===== src/hw/rtl/hgs_mul64.sv =====
// Multi-cycle 64x64 multiplier, low 64 bits of the product, one 32x32 product a cycle.
module hgs_mul64 (
	input  logic        clk,
	input  logic        arst_n,
	input  logic        go,
	input  logic [63:0] a,
	input  logic [63:0] b,
	output logic        done,
	output logic [63:0] p
);

	logic [63:0] a_q, b_q, prod_q, acc_q;
	logic [1:0]  cnt_q;
	logic        active_q;
	logic [31:0] ma, mb;
	logic [63:0] full;

	// Pick the partial product for this cycle
	always_comb begin
		unique case (cnt_q)
			2'd0: begin ma = a_q[31:0];  mb = b_q[31:0]; end
			2'd1: begin ma = a_q[31:0];  mb = b_q[63:32]; end
			default: begin ma = a_q[63:32]; mb = b_q[31:0]; end
		endcase
		full = 64'(ma) * 64'(mb);
	end

	// Sequence the partial products and accumulate
	always_ff @(posedge clk or negedge arst_n) begin
		if (!arst_n) begin
			active_q <= 1'b0;
			cnt_q    <= 2'd0;
			done     <= 1'b0;
		end else begin
			done <= 1'b0;
			if (go) begin
				active_q <= 1'b1;
				cnt_q    <= 2'd0;
			end else if (active_q) begin
				cnt_q <= cnt_q + 2'd1;
				if (cnt_q == 2'd3) begin
					active_q <= 1'b0;
					done     <= 1'b1;
				end
			end
		end
	end

	always_ff @(posedge clk) begin
		if (go) begin
			a_q    <= a;
			b_q    <= b;
			prod_q <= 64'd0;
			acc_q  <= 64'd0;
		end else if (active_q) begin
			if (cnt_q == 2'd0)
				prod_q <= full;
			else
				prod_q <= {full[31:0], 32'd0};
			acc_q <= acc_q + prod_q;
			if (cnt_q == 2'd3)
				p <= acc_q + prod_q;
		end
	end

endmodule


===== config.mk =====
export PLATFORM = sky130hd
export DESIGN_NAME = hgs_mul64
export DESIGN_NICKNAME = d
export VERILOG_FILES = /design/src/hw/rtl/hgs_mul64.sv
export SDC_FILE = /design/constraint.sdc
export NUM_CORES = 2
export LEC_CHECK = 0
export BUFFER_PORTS_ARGS = -buffer_cell sky130_fd_sc_hd__buf_4
export CAP_MARGIN = 20
export CORE_UTILIZATION = 55
export DETAILED_ROUTE_END_ITERATION = 8
export PLACE_DENSITY_LB_ADDON = 0.2
export SETUP_SLACK_MARGIN = 0.02
export SYNTH_ARGS = -nofsm -noshare
export SYNTH_HDL_FRONTEND = slang
export SYNTH_SLANG_ARGS = --single-unit

===== constraint.sdc =====
create_clock -name clk -period 13.3 [get_ports clk]
set_input_delay 2.66 -clock clk [delete_from_list [all_inputs] [get_ports clk]]
set_output_delay 2.66 -clock clk [all_outputs]
set_load 0.1 [all_outputs]

# [Word-level counts from Yosys, hierarchy flattened]
# Cells that the tools add are included.
[totals] reg_bits=324 out_inout_bits=65 word_cells=29
[classes] add_sub_neg=2 n_mul=1 n_eq_ne=2 muxes=11 bitwise_logic=1 reduce_logical=4
[op_table] operator="$add A64 B64 Y64" n=1
[op_table] operator="$mul A32 B32 Y64" n=1
[op_table] operator="$mux W32" n=2
[op_table] operator="$mux W64" n=1
[op_table] operator="$mux W1" n=6
[op_table] operator="$mux W2" n=2
[op_table] operator="$reduce_and A3 Y1" n=1
[op_table] operator="$add A2 B1 Y2 const B" n=1
[op_table] operator="$eq A2 B1 Y1 const B" n=1
[op_table] operator="$eq A2 B2 Y1 const B" n=1
[op_table] operator="$logic_not A2 Y1" n=1
[op_table] operator="$reduce_bool A2 Y1" n=1
[op_table] operator="$reduce_or A2 Y1" n=1
[op_table] operator="$not A1 Y1" n=1

# [Longest topological paths before layout]
[logic_depth] ltp_word=5 mapped_depth=35 ltp_nobuf=31

# [Least setup slack after synthesis]
# No wires, ideal clock.
[synth_path] path_kind="register to register" start="register cnt_q[0]" end="register prod_q[61]" setup_ps=114 arrival_time_ps=9007 setup_slack_ps=4179 path_stages_with_launch=32 path_buffers=3 synth_period_minus_slack_ps=9121 path_cell_list="dfrtp_1 > ha_1 > clkbuf_1 > nor2_1 > clkbuf_1 > mux2i_1 > clkbuf_1 > nor2_1 > fa_1 > inv_1 > fa_1 > fa_1 > fa_1 > inv_1 > fa_1 > inv_1 > fa_1 > inv_1 > fa_1 > fa_1 > ha_1 > nand2_1 > o21ai_0 > a21oi_1 > a21oi_1 > a31oi_1 > o31ai_2 > a21oi_2 > nor4b_1 > mux2i_1 > nor2_1 > a2111oi_0"
[synth_via] elab_chain_len=5 word_cells_on_any_way=7 cone_classes="mul: 1; eq/ne: 1; mux: 3; reduce/logical: 2"
[synth_lines] element="from (decl)" line="13" rtl="logic [1:0] cnt_q;"
[synth_lines] element="from (signal assigned)" line="40" rtl="cnt_q <= cnt_q + 2'd1;"
[synth_lines] element="$eq A2 B1 Y1 / $logic_not A2 Y1 (equally long branches)" line="20, 56"
[synth_lines] element="$reduce_or A2 Y1 (no source line)"
[synth_lines] element="$mux W32" line="20" rtl="unique case (cnt_q)"
[synth_lines] element="$mul A32 B32 Y64" line="25" rtl="full = 64'(ma) * 64'(mb);"
[synth_lines] element="$mux W64 (*)" line="56" rtl="if (cnt_q == 2'd0)"
[synth_lines] element="to (signal assigned)" line="57" rtl="prod_q <= full;"
[synth_lines] element="to (signal assigned)" line="59" rtl="prod_q <= {full[31:0], 32'd0};"
[synth_lines] element="to (decl)" line="12" rtl="logic [63:0] a_q, b_q, prod_q, acc_q;"
# Mark *: on every way between the ends. The rest lies on a longest branch, timed or not.
# A chain may end at the register's enable or synchronous reset.

# [Final worst setup path]
[layout_path] start="register cnt_q[1]" end="register prod_q[56]"
# The elaborated chain is that of the path after synthesis.

==> metrics.txt <==
synth-to-layout area growth=8.33%; Antenna Nets Post-Route=0; CTS tree=done; R2R setup slack=2.91 ns; post_cts resized=0; I/O Pins=196; crit-path max cell delay=1.01 ns; Nets=6303; top cell type's share of synthesized area=38.3%; CP Max Fanout=35; largest net degree at the start of global routing=70; area leader, netlist=fa_1; number of global-route vias before repair=37700; row count=106; asr flop ratio synth=1.23%; R2R depth=30; Synth cell types=88; Hold Path Origin=prod_q[4]$_SDFFE_PP0P_; Reg clk slew, reported paths=0.06 ns; CTS Buf Count=38; fin util=60.4%; via count=35800; Yosys reg bits=324; GP Congestion=0.988; hpwl dp=114000 µm; max frequency=96.3 MHz; initial antenna violation count=1; Initial Util=55.8%; vias per cell=5.86; htree depth=2; critical path required time=13.77 ns; post-route cell area=50800 µm²; outcome=complete, no violations; Slew @ Worst Pin=1.22 ns; Initial DRT Pass Iterations=6; # setup viols final=0; sequential area share after synthesis=18.0%; commonest non-fill, non-tap cell in the layout=fa_1; clk sink count=324; most frequent cells in the layout=897 x fa_1, 882 x inv_1, 685 x nor2_1; final hold vios=0; max-slew violation count=0; total grt overflow=0; hold buffers post-CTS=0; Core ar.=84100 µm²; CP most frequent cell=fa_1; synth warn=0; worst hold slack=0.478 ns; min Tclk post-route=10.39 ns; WL/cell=24.2 µm; Post-synth EDFFs=192; syn avg cell area=9.59 µm²; # DRC=0; WHS Path Cells=2; Max Root-Sink Buffers=3; Mapped Nets=6249; critical path class=reg -> reg; clock insertion delay at the later pin of the skew report=0.60 ns; Fillers=7264; Max transition margin=18.8%; gr usage total=35.4%; Hold Path Class=reg -> reg; Worst setup SP type=flip-flop; Critical Path AT=10.85 ns; Setup Fix Bufs, Post-CTS=0; die boundary height=294 µm; maxcap violations=0; hold endpoint=prod_q[4]$_SDFFE_PP0P_; Final Cycle Share=78.1%; top_reg_cell synth=edfxtp_1; DP Area=49500 µm²; Fin Setup TNS=0 ns; first-pass GRT wire length=225000 µm; r2r endpoint=prod_q[56]$_SDFFE_PP0P_; Synth area leaders=fa_1 38%, edfxtp_1 12%, ha_1 8.8%, inv_1 7.1%, nor2_1 5.5%; initial DRC count=3142; synthesized area=46900 µm²; Clock Skew=0.0393 ns; die width=294 µm; Worst setup EP type=flip-flop; CTS root buf=clkbuf_16; Mapped Cells=4892; share of layout cells above drive strength 1=9.18%; final wirelength=148000 µm; Worst R2R Start=cnt_q[1]$_DFFE_PN0P_; slowest CP cell=mux2i_2; unrepaired setup endpoints after global routing=no; die area=86500 µm²; Port Buffers=195
-- metal layers --
layer	track usage (%)	vias up	routed length, µm
met2	55.1	2004	64800
met4	22.4	2	11400
met5	0	-	13
li1	-	15400	-
met3	10.0	491	16500
met1	43.3	17900	55000
-- synth_stat cells, types with 5 or more instances --
library cell and count:
o31ai_1 10, nand3_1 17, and2_1 9, nor4_1 7, fa_1 897, nand2_1 541, nor3_1 15, a221oi_1 7
a221o_1 6, a31oi_1 21, clkbuf_8 8, mux2_2 60, inv_1 882, nor2_1 689, o21a_1 14, edfxtp_1 192
nand2b_1 15, o21ai_1 5, ha_1 329, buf_1 5, o21bai_1 19, mux2i_1 94, a22oi_1 17, a211oi_1 18
dfxtp_1 128, nand4_1 41, o221ai_1 6, a22o_1 61, clkbuf_1 221, a21o_1 84, a21oi_1 124, xnor2_1 66
o211ai_1 13, xor2_1 51, o21ai_0 95, and3_1 11, nor2b_1 15, or3_1 8
-- stage by stage --
step                std cells  worst slack [ns]
finish                   6112              2.91
global route             6110              2.43
CTS                      6110              3.01
detailed placement       6040              3.03
global placement         6040              3.24
floorplan                4892              4.18
-- worst max-delay path by stage --
stage,from,cells past startpoint,endpoint,slack (ns)
floorplan,cnt_q[0]$_DFFE_PN0P_,31,prod_q[61]$_SDFFE_PP0P_,4.18
global placement,cnt_q[0]$_DFFE_PN0P_,29,prod_q[56]$_SDFFE_PP0P_,3.24
detailed placement,cnt_q[1]$_DFFE_PN0P_,30,prod_q[56]$_SDFFE_PP0P_,3.03
CTS,cnt_q[1]$_DFFE_PN0P_,30,prod_q[56]$_SDFFE_PP0P_,3.01
global route,cnt_q[1]$_DFFE_PN0P_,30,prod_q[56]$_SDFFE_PP0P_,2.43
finish,cnt_q[1]$_DFFE_PN0P_,30,prod_q[56]$_SDFFE_PP0P_,2.91
-- logic make-up (layout without fill, tap and decap cells) --
| logic type | count (synthesis) | after routing | synth area share, % |
|---|---|---|---|
| XOR/XNOR | 117 | 117 | 2.18 |
| AO/OA/AOI/OAI | 548 | 548 | 7.97 |
| flip-flops | 324 | 324 | 18.0 |
| adder cells (fa/ha/maj) | 1226 | 1226 | 47.1 |
| buffers and inverters | 1129 | 1213 | 9.32 |
| other | 0 | 2 | 0 |
| AND/OR/NAND/NOR | 1392 | 1392 | 12.0 |
| multiplexers | 156 | 156 | 3.49 |
-- registers in the layout, indices dropped and copies added (netlist names) --
| signal | cells |
|---|---|
| done | 1 |
| cnt_q | 2 |
| active_q | 1 |
| a_q | 64 |
| p | 64 |
| acc_q | 64 |
| prod_q | 64 |
| b_q | 64 |
-- cell type report --
| cell class | instances | area [µm²] | share of cell area (%) |
|---|---|---|---|
| repair buffers | 260 | 1960 | 3.85 |
| clock inverters | 28 | 309 | 0.608 |
| inverters | 883 | 3310 | 6.52 |
| well taps | 1134 | 1420 | 2.79 |
| diodes | 2 | 5.00 | 0.00985 |
| multi-input cells | 3439 | 34400 | 67.7 |
| flip-flops and latches | 324 | 8430 | 16.6 |
| clock buffers | 42 | 987 | 1.94 |
-- critical path, delay by kind of cell (launching register included) --
kind,cells,cell delay (ns)
buffers and inverters,6,0.98
adders and majority gates,10,4.72
muxes,1,1.01
AOI/OAI and AO/OA,9,2.00
and+or+nand+nor,4,1.11
DFF,1,0.39
Power is left out: the tool's default activity adds up to more than one toggle a clock period on the data nets, which glitch-free logic cannot reach.
